===== src/design/pressure_brightness_smoother_macros.svh =====
// ----------------------------------------------------------------------------
// pressure_brightness_smoother_macros.svh
// Assertion helpers used by the smoother sequencer (pbs_ctrl).
// ----------------------------------------------------------------------------
`ifndef PRESSURE_BRIGHTNESS_SMOOTHER_MACROS_SVH
`define PRESSURE_BRIGHTNESS_SMOOTHER_MACROS_SVH

// Same-cycle implication, checked outside reset.
`define PBS_ASSERT_NOW(label, clk, rst_n, ante, cons) \
  label: assert property (@(posedge clk) disable iff (!rst_n) (ante) |-> (cons)) \
    else $error("pbs assertion failed");

// Next-cycle implication, checked outside reset.
`define PBS_ASSERT_NEXT(label, clk, rst_n, ante, cons) \
  label: assert property (@(posedge clk) disable iff (!rst_n) (ante) |=> (cons)) \
    else $error("pbs assertion failed");

`endif


===== src/design/pbs_pkg.sv =====
// ----------------------------------------------------------------------------
// pbs_pkg
// Types, constants and helper functions for the brightness smoother.
// ----------------------------------------------------------------------------
`default_nettype none

package pbs_pkg;

  localparam int KEYS  = 16;
  localparam int KEY_W = (KEYS > 1) ? $clog2(KEYS) : 1;

  localparam int DIV_STEPS = 8;
  localparam int CNT_W     = $clog2(DIV_STEPS);

  localparam int CFG_IDX_W  = 2;
  localparam int CFG_DATA_W = 16;

  typedef enum logic [CFG_IDX_W-1:0] {
    REG_LOCKED_LEVEL   = 2'd0,
    REG_UNLOCKED_LEVEL = 2'd1,
    REG_PRESSURE_START = 2'd2
  } cfg_reg_t;

  localparam logic [7:0]  LOCKED_LEVEL_RST   = 8'd170;
  localparam logic [7:0]  UNLOCKED_LEVEL_RST = 8'd45;
  localparam logic [15:0] PRESSURE_START_RST = 16'd475;

  typedef struct packed {
    logic [3:0]  key_index;
    logic        has_locks;
    logic [15:0] cal_min;
    logic [15:0] cal_max;
    logic [15:0] reading;
  } in_item_t;

  typedef struct packed {
    logic [7:0] level;
    logic [7:0] red;
    logic [7:0] green;
    logic [7:0] blue;
  } out_item_t;

  typedef struct packed {
    logic [7:0] r;
    logic [7:0] g;
    logic [7:0] b;
  } rgb_t;

  // controller -> datapath
  typedef struct packed {
    logic capture;
    logic range;
    logic offs;
    logic num;
    logic div_step;
    logic mul;
    logic tgt;
    logic slew;
    logic color;
    logic out_load;
  } cmd_t;

  // datapath -> controller
  typedef struct packed {
    logic out_busy;
  } sts_t;

  function automatic rgb_t palette_rgb(input logic [3:0] idx);
    rgb_t c;
    case (idx)
      4'd0:    c = '{8'd128, 8'd48,  8'd0};
      4'd1:    c = '{8'd128, 8'd88,  8'd0};
      4'd2:    c = '{8'd112, 8'd128, 8'd0};
      4'd3:    c = '{8'd56,  8'd128, 8'd0};
      4'd4:    c = '{8'd0,   8'd128, 8'd24};
      4'd5:    c = '{8'd0,   8'd128, 8'd88};
      4'd6:    c = '{8'd0,   8'd112, 8'd128};
      4'd7:    c = '{8'd0,   8'd56,  8'd128};
      4'd8:    c = '{8'd0,   8'd0,   8'd128};
      4'd9:    c = '{8'd56,  8'd0,   8'd128};
      4'd10:   c = '{8'd104, 8'd0,   8'd128};
      4'd11:   c = '{8'd128, 8'd0,   8'd96};
      4'd12:   c = '{8'd128, 8'd0,   8'd40};
      4'd13:   c = '{8'd128, 8'd24,  8'd48};
      4'd14:   c = '{8'd96,  8'd48,  8'd128};
      default: c = '{8'd48,  8'd96,  8'd128};
    endcase
    return c;
  endfunction

  // floor(x / 255), exact for x up to 255*255
  function automatic logic [7:0] div255(input logic [15:0] x);
    logic [16:0] s;
    s = {1'b0, x} + {9'd0, x[15:8]} + 17'd1;
    return s[15:8];
  endfunction

endpackage

`default_nettype wire


===== src/design/pbs_ctrl.sv =====
// ----------------------------------------------------------------------------
// pbs_ctrl
// Sequencer: walks one transaction through the datapath steps.
// ----------------------------------------------------------------------------
`default_nettype none
`include "pressure_brightness_smoother_macros.svh"

module pbs_ctrl (
  input  wire logic          clk,
  input  wire logic          rst_n,
  input  wire logic          in_valid,
  output logic               in_ready,
  input  wire pbs_pkg::sts_t sts,
  output pbs_pkg::cmd_t      cmd
);
  import pbs_pkg::*;

  typedef enum logic [3:0] {
    S_IDLE, S_RANGE, S_OFFS, S_NUM, S_DIV, S_MUL, S_TGT, S_SLEW, S_COLOR, S_FIN
  } state_t;

  state_t           state_r, state_nxt;
  logic [CNT_W-1:0] cnt_r, cnt_nxt;

  localparam logic [CNT_W-1:0] CNT_LAST = CNT_W'(DIV_STEPS - 1);

  always_comb begin
    state_nxt = state_r;
    cnt_nxt   = cnt_r;
    case (state_r)
      S_IDLE:  if (in_valid) state_nxt = S_RANGE;
      S_RANGE: state_nxt = S_OFFS;
      S_OFFS:  state_nxt = S_NUM;
      S_NUM: begin
        state_nxt = S_DIV;
        cnt_nxt   = '0;
      end
      S_DIV: begin
        cnt_nxt = cnt_r + CNT_W'(1);
        if (cnt_r == CNT_LAST) state_nxt = S_MUL;
      end
      S_MUL:   state_nxt = S_TGT;
      S_TGT:   state_nxt = S_SLEW;
      S_SLEW:  state_nxt = S_COLOR;
      S_COLOR: state_nxt = S_FIN;
      S_FIN:   if (!sts.out_busy) state_nxt = S_IDLE;
      default: state_nxt = S_IDLE;
    endcase
  end

  always_ff @(posedge clk) begin
    if (!rst_n) begin
      state_r <= S_IDLE;
      cnt_r   <= '0;
    end else begin
      state_r <= state_nxt;
      cnt_r   <= cnt_nxt;
    end
  end

  // no transaction is taken while reset is held
  assign in_ready = rst_n && (state_r == S_IDLE);

  always_comb begin
    cmd          = '0;
    cmd.capture  = in_ready && in_valid;
    cmd.range    = (state_r == S_RANGE);
    cmd.offs     = (state_r == S_OFFS);
    cmd.num      = (state_r == S_NUM);
    cmd.div_step = (state_r == S_DIV);
    cmd.mul      = (state_r == S_MUL);
    cmd.tgt      = (state_r == S_TGT);
    cmd.slew     = (state_r == S_SLEW);
    cmd.color    = (state_r == S_COLOR);
    cmd.out_load = (state_r == S_FIN) && !sts.out_busy;
  end

  `PBS_ASSERT_NEXT(a_busy_after_accept, clk, rst_n, cmd.capture, !in_ready)
  `PBS_ASSERT_NEXT(a_div_len, clk, rst_n, state_r == S_DIV && cnt_r == CNT_LAST, cmd.mul)
  `PBS_ASSERT_NEXT(a_load_to_idle, clk, rst_n, cmd.out_load, in_ready)
  `PBS_ASSERT_NOW(a_one_step, clk, rst_n, cmd.div_step, $onehot(cmd))

endmodule

`default_nettype wire


===== src/design/pbs_dp.sv =====
// ----------------------------------------------------------------------------
// pbs_dp
// Datapath: config registers, pressure mapping, serial divider, slew,
// per-key level store, color scaling and the output register.
// ----------------------------------------------------------------------------
`default_nettype none

module pbs_dp (
  input  wire logic                              clk,
  input  wire logic                              rst_n,
  input  wire pbs_pkg::in_item_t                 in_data,
  output pbs_pkg::out_item_t                     out_data,
  output logic                                   out_valid,
  input  wire logic                              out_ready,
  input  wire logic                              cfg_we,
  input  wire logic [pbs_pkg::CFG_IDX_W-1:0]     cfg_index,
  input  wire logic [pbs_pkg::CFG_DATA_W-1:0]    cfg_wdata,
  input  wire pbs_pkg::cmd_t                     cmd,
  output pbs_pkg::sts_t                          sts
);
  import pbs_pkg::*;

  // configuration
  logic [7:0]  locked_level_r, unlocked_level_r;
  logic [15:0] pressure_start_r;

  always_ff @(posedge clk) begin
    if (!rst_n) begin
      locked_level_r   <= LOCKED_LEVEL_RST;
      unlocked_level_r <= UNLOCKED_LEVEL_RST;
      pressure_start_r <= PRESSURE_START_RST;
    end else if (cfg_we) begin
      case (cfg_reg_t'(cfg_index))
        REG_LOCKED_LEVEL:   locked_level_r   <= cfg_wdata[7:0];
        REG_UNLOCKED_LEVEL: unlocked_level_r <= cfg_wdata[7:0];
        REG_PRESSURE_START: pressure_start_r <= cfg_wdata;
        default: ;
      endcase
    end
  end

  // working registers
  in_item_t    in_r;
  logic [7:0]  base_r;
  logic [15:0] range_r, delta_r;
  logic        cal_ok_r;
  logic [15:0] n_r, d_r;
  logic        go_r, sat_r;
  logic [15:0] rem_r;
  logic [7:0]  q_r;
  logic [15:0] prod_r;
  logic [7:0]  target_r, level_r;
  logic [3:0]  pal_r;
  logic [15:0] mr_r, mg_r, mb_r;
  logic [7:0]  key_level_r [KEYS];
  out_item_t   out_data_r;
  logic        out_valid_r;

  logic             key_ok;
  logic [KEY_W-1:0] kidx;
  assign key_ok = (32'(in_r.key_index) < KEYS);
  assign kidx   = KEY_W'(in_r.key_index);

  logic [23:0] num_w;
  assign num_w = {n_r, 8'd0} - {8'd0, n_r};

  logic [16:0] trial;
  logic        trial_ge;
  assign trial    = {rem_r, q_r[7]};
  assign trial_ge = (trial >= {1'b0, d_r});

  logic [7:0] amount;
  assign amount = !go_r ? 8'd0 : (sat_r ? 8'd255 : q_r);

  // slew toward target, then clamp to base
  logic [7:0] stored, cur, up_gap, dn_gap, dn_step, slewed, clamped;
  logic [8:0] up_half;
  always_comb begin
    stored  = key_level_r[kidx];
    cur     = (stored == 8'd0) ? base_r : stored;
    up_gap  = target_r - cur;
    dn_gap  = cur - target_r;
    up_half = (9'(up_gap) + 9'd1) >> 1;
    dn_step = 8'((9'(dn_gap) + 9'd3) >> 2);
    if (target_r > cur) begin
      slewed = cur + up_half[7:0];
    end else if (target_r < cur) begin
      slewed = (dn_step >= dn_gap) ? target_r : (cur - dn_step);
    end else begin
      slewed = cur;
    end
    clamped = (slewed < base_r) ? base_r : slewed;
  end

  rgb_t pal_rgb;
  assign pal_rgb = palette_rgb(pal_r);

  always_ff @(posedge clk) begin
    if (cmd.capture) begin
      in_r   <= in_data;
      base_r <= in_data.has_locks ? locked_level_r : unlocked_level_r;
    end
    if (cmd.range) begin
      cal_ok_r <= (in_r.cal_max > in_r.cal_min);
      range_r  <= in_r.cal_max - in_r.cal_min;
      delta_r  <= (in_r.reading > in_r.cal_min) ? (in_r.reading - in_r.cal_min) : 16'd0;
    end
    if (cmd.offs) begin
      go_r <= cal_ok_r && (range_r > pressure_start_r) && (delta_r > pressure_start_r);
      n_r  <= delta_r - pressure_start_r;
      d_r  <= range_r - pressure_start_r;
    end
    if (cmd.num) begin
      sat_r <= (n_r >= d_r);
      rem_r <= num_w[23:8];
      q_r   <= num_w[7:0];
    end
    if (cmd.div_step) begin
      rem_r <= trial_ge ? 16'(trial - {1'b0, d_r}) : trial[15:0];
      q_r   <= {q_r[6:0], trial_ge};
    end
    if (cmd.mul) begin
      prod_r <= {8'd0, ~base_r} * {8'd0, amount};
    end
    if (cmd.tgt) begin
      target_r <= base_r + div255(prod_r);
    end
    if (cmd.slew) begin
      level_r <= key_ok ? clamped : base_r;
      pal_r   <= key_ok ? in_r.key_index : 4'd0;
    end
    if (cmd.color) begin
      mr_r <= {8'd0, pal_rgb.r} * {8'd0, level_r};
      mg_r <= {8'd0, pal_rgb.g} * {8'd0, level_r};
      mb_r <= {8'd0, pal_rgb.b} * {8'd0, level_r};
    end
    if (cmd.out_load) begin
      out_data_r <= '{level_r, div255(mr_r), div255(mg_r), div255(mb_r)};
    end
  end

  // per-key level store, zero means not yet set
  always_ff @(posedge clk) begin
    if (!rst_n) begin
      for (int i = 0; i < KEYS; i++) key_level_r[i] <= 8'd0;
    end else if (cmd.slew && key_ok) begin
      key_level_r[kidx] <= clamped;
    end
  end

  always_ff @(posedge clk) begin
    if (!rst_n) begin
      out_valid_r <= 1'b0;
    end else if (cmd.out_load) begin
      out_valid_r <= 1'b1;
    end else if (out_ready) begin
      out_valid_r <= 1'b0;
    end
  end

  assign out_data     = out_data_r;
  assign out_valid    = out_valid_r;
  assign sts.out_busy = out_valid_r && !out_ready;

endmodule

`default_nettype wire


===== src/design/pressure_brightness_smoother.sv =====
// ----------------------------------------------------------------------------
// pressure_brightness_smoother
// Per-key LED brightness smoother driven by pressure sensor readings.
// ----------------------------------------------------------------------------
// Usage:
//   in_*   : one sensor reading per transaction (key, locks flag, cal min/max,
//            raw value), valid/ready handshake.
//   out_*  : one result per reading (smoothed level and palette color scaled
//            by level/255), valid/ready handshake, registered.
//   cfg_*  : write-only registers (0 locked level, 1 unlocked level,
//            2 pressure start); write only while the block is idle.
//   in_ready is high only while the sequencer is idle, so a new reading is
//   taken only after the last one has left its final step; the 8-step restoring
//   divider for the pressure mapping plus the setup, slew and color steps
//   of the shared sequencer make up each transaction.
//   A stalled receiver holds the result in the output register; the block
//   finishes the next reading and waits in its last step until the output
//   register frees, so in_ready stays low meanwhile.
//   Reset (synchronous, rst_n low) restores register defaults, clears all
//   stored key levels (read back as the base level) and empties the output.
// ----------------------------------------------------------------------------
`default_nettype none

module pressure_brightness_smoother (
  input  wire logic                              clk,
  input  wire logic                              rst_n,
  input  wire logic                              in_valid,
  output logic                                   in_ready,
  input  wire pbs_pkg::in_item_t                 in_data,
  output logic                                   out_valid,
  input  wire logic                              out_ready,
  output pbs_pkg::out_item_t                     out_data,
  input  wire logic                              cfg_we,
  input  wire logic [pbs_pkg::CFG_IDX_W-1:0]     cfg_index,
  input  wire logic [pbs_pkg::CFG_DATA_W-1:0]    cfg_wdata
);
  import pbs_pkg::*;

  cmd_t cmd;   // step strobes from the sequencer
  sts_t sts;   // output register back-pressure

  pbs_ctrl u_ctrl (
    .clk      (clk),
    .rst_n    (rst_n),
    .in_valid (in_valid),
    .in_ready (in_ready),
    .sts      (sts),
    .cmd      (cmd)
  );

  pbs_dp u_dp (
    .clk       (clk),
    .rst_n     (rst_n),
    .in_data   (in_data),
    .out_data  (out_data),
    .out_valid (out_valid),
    .out_ready (out_ready),
    .cfg_we    (cfg_we),
    .cfg_index (cfg_index),
    .cfg_wdata (cfg_wdata),
    .cmd       (cmd),
    .sts       (sts)
  );

endmodule

`default_nettype wire

===== config.mk =====
export PLATFORM = sky130hd
export DESIGN_NAME = pressure_brightness_smoother
export DESIGN_NICKNAME = d
export VERILOG_FILES = /design/src/design/pbs_pkg.sv /design/src/design/pbs_ctrl.sv /design/src/design/pbs_dp.sv /design/src/design/pressure_brightness_smoother.sv
export VERILOG_INCLUDE_DIRS = /design/src /design/src/design
export SDC_FILE = /design/constraint.sdc
export NUM_CORES = 1
export LEC_CHECK = 0
export ABC_AREA = 0
export BUFFER_PORTS_ARGS = -buffer_cell sky130_fd_sc_hd__buf_4
export CORE_ASPECT_RATIO = 0.7
export CORE_MARGIN = 2
export CORE_UTILIZATION = 64
export CTS_CLUSTER_DIAMETER = 60
export DETAILED_ROUTE_END_ITERATION = 10
export PLACE_DENSITY = 0.82
export SLEW_MARGIN = 10
export SYNTH_ARGS = -nofsm -noshare
export SYNTH_HDL_FRONTEND = slang
export SYNTH_HIERARCHICAL = 1
export SYNTH_SLANG_ARGS = --single-unit
export TNS_END_PERCENT = 20

===== constraint.sdc =====
create_clock -name clk -period 10.6 [get_ports clk]
set_input_delay 1.06 -clock clk [delete_from_list [all_inputs] [get_ports clk]]
set_output_delay 1.06 -clock clk [all_outputs]
set_load 0.05 [all_outputs]

Yosys cells after proc, flatten, opt, wreduce, memory -nomap -nowiden
Memories as Yosys holds them, arrays and structs flattened. A register that Yosys moved wholly into a read port is not among the register bits.
Cells that the tools add are included.
{"block": "op_classes", "n_mul": 4, "add_sub_neg": 22, "muxes": 29, "div": 0, "reduce_logical": 18, "shift": 0, "n_eq_ne": 15, "bitwise": 1, "n_lt_le_gt_ge": 10}
{"operator": "$mux W8", "count": 11}
{"operator": "$sub A16 B16 Y16", "count": 5}
{"operator": "$add A16 B1 Y16 const B", "count": 4}
{"operator": "$add A16 B8 Y16", "count": 4}
{"operator": "$gt A16 B16 Y1", "count": 4}
{"operator": "$mul A8 B8 Y16", "count": 4}
{"operator": "$mux W16", "count": 3}
{"operator": "$pmux W4 S10", "count": 1}
{"operator": "$mux W4", "count": 6}
{"operator": "$sub A24 B16 Y24", "count": 1}
{"operator": "$ge A17 B16 Y1", "count": 1}
{"operator": "$add A8 B8 Y8", "count": 2}
{"operator": "$eq A4 B3 Y1 const B", "count": 4}
{"operator": "$ge A16 B16 Y1", "count": 1}
{"operator": "$lt A8 B8 Y1", "count": 2}
{"operator": "$sub A8 B8 Y8", "count": 2}
{"operator": "$add A8 B1 Y9 const B", "count": 1}
{"operator": "$add A8 B2 Y9 const B", "count": 1}
{"operator": "$eq A4 B2 Y1 const B", "count": 2}
{"operator": "$eq A4 B4 Y1 const B", "count": 2}
{"operator": "$ge A7 B8 Y1", "count": 1}
{"operator": "$gt A8 B8 Y1", "count": 1}
{"operator": "$logic_not A8 Y1", "count": 1}
{"operator": "$not A8 Y8", "count": 1}
{"operator": "18 further kinds", "count": 34}
{"block": "totals", "ram_bits": 128, "elab_cells": 132, "inputBits": 76, "mem_count": 2, "regBits": 307, "latchBits": 0, "mem_bits_ro": 240, "output_inout_bits": 34}
{"memory": "(no name shown)", "depth": 16, "width": 15, "read_ports": 1, "rd_clocked_by_memory_dff": 1, "wr": 0, "line": "pbs_pkg.sv:70", "rtl": "case (idx)"}
{"memory": "u_dp.key_level_r", "depth": 16, "width": 8, "read_ports": 1, "rd_clocked_by_memory_dff": 1, "wr": 16, "line": "pbs_dp.sv:55", "rtl": "logic [7:0] key_level_r [KEYS];"}

Depth between registers and ports, before layout
Gate-level depths: netlist of run 1.
{"block": "depth", "depth_word": 11, "depth_mapped": 37, "depth_no_buf": 31}

Modules after synthesis
The synthesis of run 1 kept the hierarchy.
{"module": "pbs_dp", "area_per_inst_um2": 30025.0, "seq_area_each_um2": 12632.1, "instances": 1, "cells_per_inst": 2814}
{"module": "pbs_ctrl", "area_per_inst_um2": 455.4, "seq_area_each_um2": 140.1, "instances": 1, "cells_per_inst": 55}

Worst setup path after synthesis of run 1
Ideal clock, no wire load.
{"block": "synth_path", "kind": "reg-to-reg", "startpoint": "register (tool-made name)", "endpoint": "memory u_dp.key_level_r[0][5] (data pin)", "path_stages_with_launch": 35, "synth_period_minus_slack_ns": 8.379, "path_buffers": 7, "setup_slack_ns": 2.221, "setup_ns": 0.260, "required_ns": 10.340, "arrival_time_ns": 8.119, "cell_sequence": "dfxtp_1 -> buf_6 -> buf_8 -> mux4_1 -> a22oi_1 -> nand2_1 -> or4_4 -> buf_6 -> o41ai_1 -> ha_1 -> clkbuf_1 -> a21o_1 -> a21oi_1 -> o21ai_0 -> xnor2_1 -> nand4_1 -> xnor2_1 -> ha_1 -> o21ai_0 -> a21oi_1 -> o21ai_0 -> a2111oi_0 -> clkbuf_1 -> mux2i_1 -> nand2_1 -> o21ai_1 -> ha_1 -> o21a_1 -> o21ai_0 -> o22ai_1 -> or3_2 -> buf_8 -> a22oi_2 -> buf_2 -> nor2_1"}
{"element": "to (decl)", "line": "pbs_dp.sv:55"}

==> results of run 1 <==
==> worst max-delay path: cells and delay by family, from the launching register on <==
kind                       cells  cell delay, ns
AOI/OAI and AO/OA             11            3.04
and+or+nand+nor               10            2.99
muxes                          2            1.51
adders and majority gates      3            0.93
DFF                            1            0.42
buffers and inverters          1            0.37
xor gates and xnor gates       1            0.22
==> state kept, by name, summed over array words and instances (netlist names), 13 cells and up, named ones only <==
| name | count |
|---|---|
| u_dp/in_r | 48 |
| u_dp/pal_rgb | 15 |
| u_dp/rem_r | 16 |
| u_dp/key_level_r | 128 |
| u_dp/out_data | 32 |
| u_dp/mg_r | 13 |
| u_dp/d_r | 16 |
| u_dp/n_r | 16 |
| u_dp/pressure_start_r | 16 |
| u_dp/prod_r | 16 |
| u_dp/delta_r | 16 |
| u_dp/mb_r | 13 |
| u_dp/range_r | 16 |
| u_dp/mr_r | 13 |
==> report_power, final <==
part / total (mW) / internal [mW] / switching (mW)
clock: 1.64 / 0.936 / 0.708
combinational: 1.91 / 0.701 / 1.21
sequential: 2.07 / 2.02 / 0.0500
==> through the flow <==
stage | worst slack [ns] | power (mW)
2_1_floorplan | 2.22 | 3.50
3_3_place_gp | 1.48 | 3.85
3_5_place_dp | 1.06 | 3.93
4_1_cts | 0.966 | 5.58
5_1_grt | 0.406 | 5.87
6_report | 0.773 | 5.62
==> logic make-up after synthesis <==
family,Yosys count
AOI/OAI and AO/OA,458
buffers and inverters,400
xor gates and xnor gates,160
DFF,445
muxes,93
adders and majority gates,422
and+or+nand+nor,891
==> synth_stat cells, types with 55 or more instances <==
library cell	count
nand2_1	190
nand2b_1	55
a21oi_1	117
o21ai_0	91
dfxtp_1	59
and2_1	99
fa_1	100
inv_1	327
xnor2_1	106
nor2_1	304
edfxtp_1	386
ha_1	322
==> worst max-delay path by stage <==
| stage | start | endpoint | slack (ns) |
|---|---|---|---|
| floorplan | flop | u_dp/key_level_r[0][5] | 2.22 |
| global placement | flop | u_dp/key_level_r[7][1] | 1.48 |
| detailed placement | flop | u_dp/key_level_r[12][1] | 1.06 |
| CTS | flop | u_dp/key_level_r[12][1] | 0.97 |
| global route | flop | u_dp/key_level_r[9][1] | 0.41 |
| finish | flop | u_dp/key_level_r[4][1] | 0.77 |
==> layer usage <==
| layer | vias to the layer above | share of wire [%] | track usage, % |
|---|---|---|---|
| met1 | 10492 | 43 | 42.1 |
| met2 | 1134 | 44 | 45.0 |
| li1 | 10247 | - | - |
| met5 | - | 0.018 | 0 |
| met3 | 172 | 10 | 6.00 |
| met4 | 2 | 2.6 | 9.26 |
==> cell type report <==
| type | instances | area, um^2 |
|---|---|---|
| sequential | 445 | 12800 |
| fill | 3196 | 13300 |
| clock inverter | 25 | 308 |
| antenna | 1 | 2.50 |
| clock buffer | 59 | 1240 |
| inverter | 330 | 1240 |
| multi-input combinational | 2024 | 16100 |
| tap | 612 | 766 |
| timing repair buffer | 129 | 968 |
==> flow_summary.json, run 1 <==
{
  "worst_slew_pin_slew_ns": 1.03,
  "clk_pin_slew_ns": 0.07,
  "r2r-end": "u_dp/key_level_r[4][1]",
  "antenna_left": 0,
  "cp.arrival_ns": 10.14,
  "final_common_cell": "edfxtp_1",
  "seq_area_frac_synth_pct": 41.9,
  "root_buffer": "clkbuf_16",
  "groute.usage.overall_pct": 29.3,
  "post_cts_buffers": 0,
  "drive_gt1_share_pct": 9.76,
  "cts_max_level": 2,
  "peakVddDrop_uv": 187,
  "finalCritPeriodShare_pct": 92.7,
  "yosysWarnings": 6,
  "cp-end-kind": "flop",
  "clock-sinks": 445,
  "synth-xor-area-share_pct": 4.60,
  "grt_pass1_wl_um": 115000,
  "syn_area_mm2": 0.0305,
  "holdPathEnd": "u_dp/pressure_start_r[11]",
  "hold-worst-slack_ns": 0.468,
  "dp.cells": 3540,
  "cts_tree": "yes",
  "cp_max_fo": 19,
  "grt_max_degree": 65,
  "grt-ovfl-total": 0,
  "die_w_um": 265,
  "slowest_stage": "mux2i_2",
  "area_growth_pct": 9.70,
  "hold_path.class": "flop to flop",
  "coreArea_mm2": 0.0467,
  "die_y_um": 187,
  "hold_viol": 0,
  "ios": 110,
  "layout_min_cycle_time_ns": 9.83,
  "ys_ff_latch": 445,
  "yosysTopAreaCell": "edfxtp_1",
  "async_flop_share_pct": 0,
  "reg2reg_depth": 28,
  "finalNonFillerCells": 3625,
  "first_pass_iters": 6,
  "yosys.area_share.simple_pct": 14.1,
  "regToRegSetupSlack_ns": 0.77,
  "final_cell_area_mm2": 0.0334,
  "routedWlPerCell_um": 20.1,
  "skew_ns": 0.0273,
  "ys.flop_type": "edfxtp_1",
  "cts_made_buffers": 45,
  "drcViolationCount": 0,
  "clk_path_buf_depth": 3,
  "slowest_delay_ns": 0.91,
  "worstSkewPairLatency_ns": 0.61,
  "most-common-layout-cells": "edfxtp_1, inv_1, ha_1, nor2_1, nand2_1",
  "synth_top_family_by_area": "adder cells",
  "rsz0062_at_grt": "false",
  "gp_congestion": 0.966,
  "synth-edff-count": 386,
  "synth_fa_ha_area_share_pct": 19.8,
  "rows": 66,
  "dpl.hpwl_um": 53900,
  "viasPerCell": 6.08,
  "clock.fmax_mhz": 102,
  "final_core_util_pct": 71.5,
  "cts-resized-gates": 0,
  "syn_nets": 3367,
  "critPathKind": "flop to flop",
  "synthMuxAreaShare_pct": 4.42,
  "yosys.area.top_type_share_pct": 38.0,
  "critPathRequiredTime_ns": 10.91,
  "slew_violations": 0,
  "yosys-top-cells-area": "edfxtp_1, ha_1, fa_1",
  "setup_viol": 0,
  "syn_area_per_cell_um2": 10.6,
  "grt_pass1_vias": 21726,
  "start_util_pct": 65.2,
  "finalNetCount": 3473,
  "synthDistinctLibCells": 86,
  "setup_tns_ns": 0,
  "via_count": 22047,
  "crit_path_frequent_cell": "ha_1",
  "routed_wirelength_um": 72900,
  "die-area_mm2": 0.0494,
  "min_path_cells": 2,
  "slew_headroom_pct": 29.8,
  "critPathLaunchType": "flop",
  "status": "completed",
  "io_buffers": 109,
  "hp-start": "u_dp/pressure_start_r[11]",
  "synth_compound_area_share_pct": 9.89,
  "antenna_found_initial": 3,
  "p_per_area_mw_per_mm2": 168,
  "cts_hold_buf": 0,
  "netlist_instances": 2869,
  "placed_cell_area_mm2": 0.0319,
  "p_leak_nw": 14.6,
  "max-cap-violations": 0,
  "first_iter_violations": 2454
}
Power figures use the tool's default switching activity.
==> run 2, diff against run 1 <==
--- a/config.mk
+++ b/config.mk
@@ -10,10 +10,11 @@
 export BUFFER_PORTS_ARGS = -buffer_cell sky130_fd_sc_hd__buf_4
 export CORE_ASPECT_RATIO = 0.7
 export CORE_MARGIN = 2
-export CORE_UTILIZATION = 64
+export CORE_UTILIZATION = 65
+export CTS_BUF_LIST = sky130_fd_sc_hd__clkbuf_8
 export CTS_CLUSTER_DIAMETER = 60
 export DETAILED_ROUTE_END_ITERATION = 10
-export PLACE_DENSITY = 0.82
+export PLACE_DENSITY = 0.83
 export SLEW_MARGIN = 10
 export SYNTH_ARGS = -nofsm -noshare
 export SYNTH_HDL_FRONTEND = slang
==> constraint.sdc (replaced) <==
create_clock -name clk -period 11.35 [get_ports clk]
set_input_delay 1.135 -clock clk [delete_from_list [all_inputs] [get_ports clk]]
set_output_delay 1.135 -clock clk [all_outputs]
set_load 0.05 [all_outputs]
==> run 2 against run 1 <==
Net effect: worst hold slack improved by 0.0074 ns; clock power is 12% lower; final cell count increased by 0.99%; clock skew increased by 0.018 ns; routed wire length increased by 0.64%; final area fell by 0.41%; critical path type unchanged; critical endpoint is now u_dp/key_level_r[1][2]; largest cell class unchanged.
==> flow_summary.json, run 2 (synthesis results as in run 1) <==
{
  "critPathKind": "flop to flop",
  "final_common_cell": "edfxtp_1",
  "p_per_area_mw_per_mm2": 152,
  "finalNetCount": 3492,
  "cp-end-kind": "flop",
  "place_ws_ns": 1.51,
  "peakVddDrop_uv": 118,
  "largest_register_ffs": 128,
  "regToRegSetupSlack_ns": 1.11,
  "coreArea_mm2": 0.0464,
  "cp_top_family": "compound AO/OA/AOI/OAI gates",
  "finalCritPeriodShare_pct": 90.2,
  "drive_gt1_share_pct": 10.1,
  "crit_path_frequent_cell": "ha_1",
  "drcViolationCount": 0,
  "cts_made_buffers": 70,
  "die_y_um": 185,
  "post_cts_buffers": 0,
  "routed_wirelength_um": 73400,
  "hold-worst-slack_ns": 0.475,
  "critPathLaunchType": "flop",
  "io_buffers": 109,
  "start_util_pct": 65.7,
  "p_total_mw": 5.07,
  "gp_congestion": 0.965,
  "hold_path.class": "flop to flop",
  "cts_hold_buf": 0,
  "max-cap-violations": 0,
  "placed_cell_area_mm2": 0.0318,
  "area_growth_pct": 9.24,
  "most-common-layout-cells": "edfxtp_1, inv_1, ha_1, nor2_1, nand2_1",
  "cts_max_level": 3,
  "status": "completed",
  "slew_violations": 0,
  "die-area_mm2": 0.0487,
  "via_count": 22296,
  "p_leak_nw": 14.6,
  "viasPerCell": 6.09,
  "die_w_um": 263,
  "slowest_stage": "o41ai_1",
  "root_buffer": "clkbuf_8",
  "grt_pass1_vias": 22177,
  "groute.usage.overall_pct": 30.6,
  "ios": 110,
  "finalNonFillerCells": 3661,
  "clk_path_buf_depth": 3,
  "grt_pass1_wl_um": 116000,
  "setup_slack_ns": 1.11,
  "setup_tns_ns": 0,
  "routedWlPerCell_um": 20.0,
  "regMostFlops": "u_dp/key_level_r",
  "setup_viol": 0,
  "layout_min_cycle_time_ns": 10.24,
  "rsz0062_at_grt": "false",
  "cp.arrival_ns": 10.58,
  "dpl.hpwl_um": 54500,
  "clock.fmax_mhz": 97.6,
  "cp_max_fo": 23,
  "skew_ns": 0.0453,
  "grt-ovfl-total": 0,
  "rows": 66,
  "hold_viol": 0,
  "cts_tree": "yes",
  "dp.cells": 3534,
  "cts-resized-gates": 0,
  "worstSkewPairLatency_ns": 0.67,
  "first_pass_iters": 8,
  "clock-sinks": 445,
  "final_cell_area_mm2": 0.0333,
  "grt_max_degree": 65,
  "cp_num_buf_inv": 1,
  "antenna_cells": 0,
  "antenna_found_initial": 2,
  "critPathRequiredTime_ns": 11.69,
  "slew_headroom_pct": 18.7,
  "final_core_util_pct": 71.7,
  "worst_slew_pin_slew_ns": 1.20,
  "n_fill_cell": 3178,
  "clk_pin_slew_ns": 0.06,
  "first_iter_violations": 2442,
  "antenna_left": 0,
  "slowest_delay_ns": 1.05
}
[run 2: changes by cell type in the layout (fill, tap and decap cells not counted), moves of 2 or more]
cell | previous run | this run
inv_1 | 327 | 344
clkinv_2 | 7 | 4
clkinv_1 | 3 | 16
clkbuf_8 | 6 | 75
clkbuf_16 | 45 | 0
clkbuf_1 | 8 | 0
bufinv_16 | 4 | 7
buf_4 | 129 | 123
clkinv_16 | 2 | 0
clkinvlp_4 | 6 | 4
[run 2: worst paths after layout]
check                            startpoint                        end  cells past startpoint
setup / recovery                       flop     u_dp/key_level_r[1][2]                     27
hold reg to reg   u_dp/pressure_start_r[10]  u_dp/pressure_start_r[10]                      2
hold / removal    u_dp/pressure_start_r[10]  u_dp/pressure_start_r[10]                      2
setup reg to reg                       flop     u_dp/key_level_r[1][2]                     27
[run 2: routing by layer]
layer | up-vias | part of all wire (%) | global-route usage, %
met1 | 10594 | 41 | 40.9
met2 | 1210 | 44 | 48.2
met5 | - | 0.026 | 0
met3 | 196 | 12 | 8.53
met4 | 4 | 3.3 | 11.1
li1 | 10292 | - | -
[run 2: final cells by class]
cell class              count  area [um^2]  share of cell area, %
multi-input cells        2024        16100                   48.5
repair buffers            123          923                   2.77
inverters                 330         1240                   3.72
clock buffers              75         1030                   3.10
clock inverters            52          427                   1.28
flip-flops and latches    445        12800                   38.4
well taps                 612          766                   2.30
[run 2: worst reg2reg max path: cells and delay by family (launching register included)]
family	cells	cell delay (ns)
adder cells (fa/ha/maj)	3	1.04
flip-flops	1	0.87
AND/OR/NAND/NOR	8	2.30
XOR/XNOR	3	0.97
multiplexers	2	1.51
buffers and inverters	1	0.07
AO/OA/AOI/OAI	10	3.16
[run 2: report_power, final]
part	internal, mW	switching, mW
Clock	0.776	0.662
Combinational	0.625	1.07
Sequential	1.88	0.0524
Total	3.28	1.78
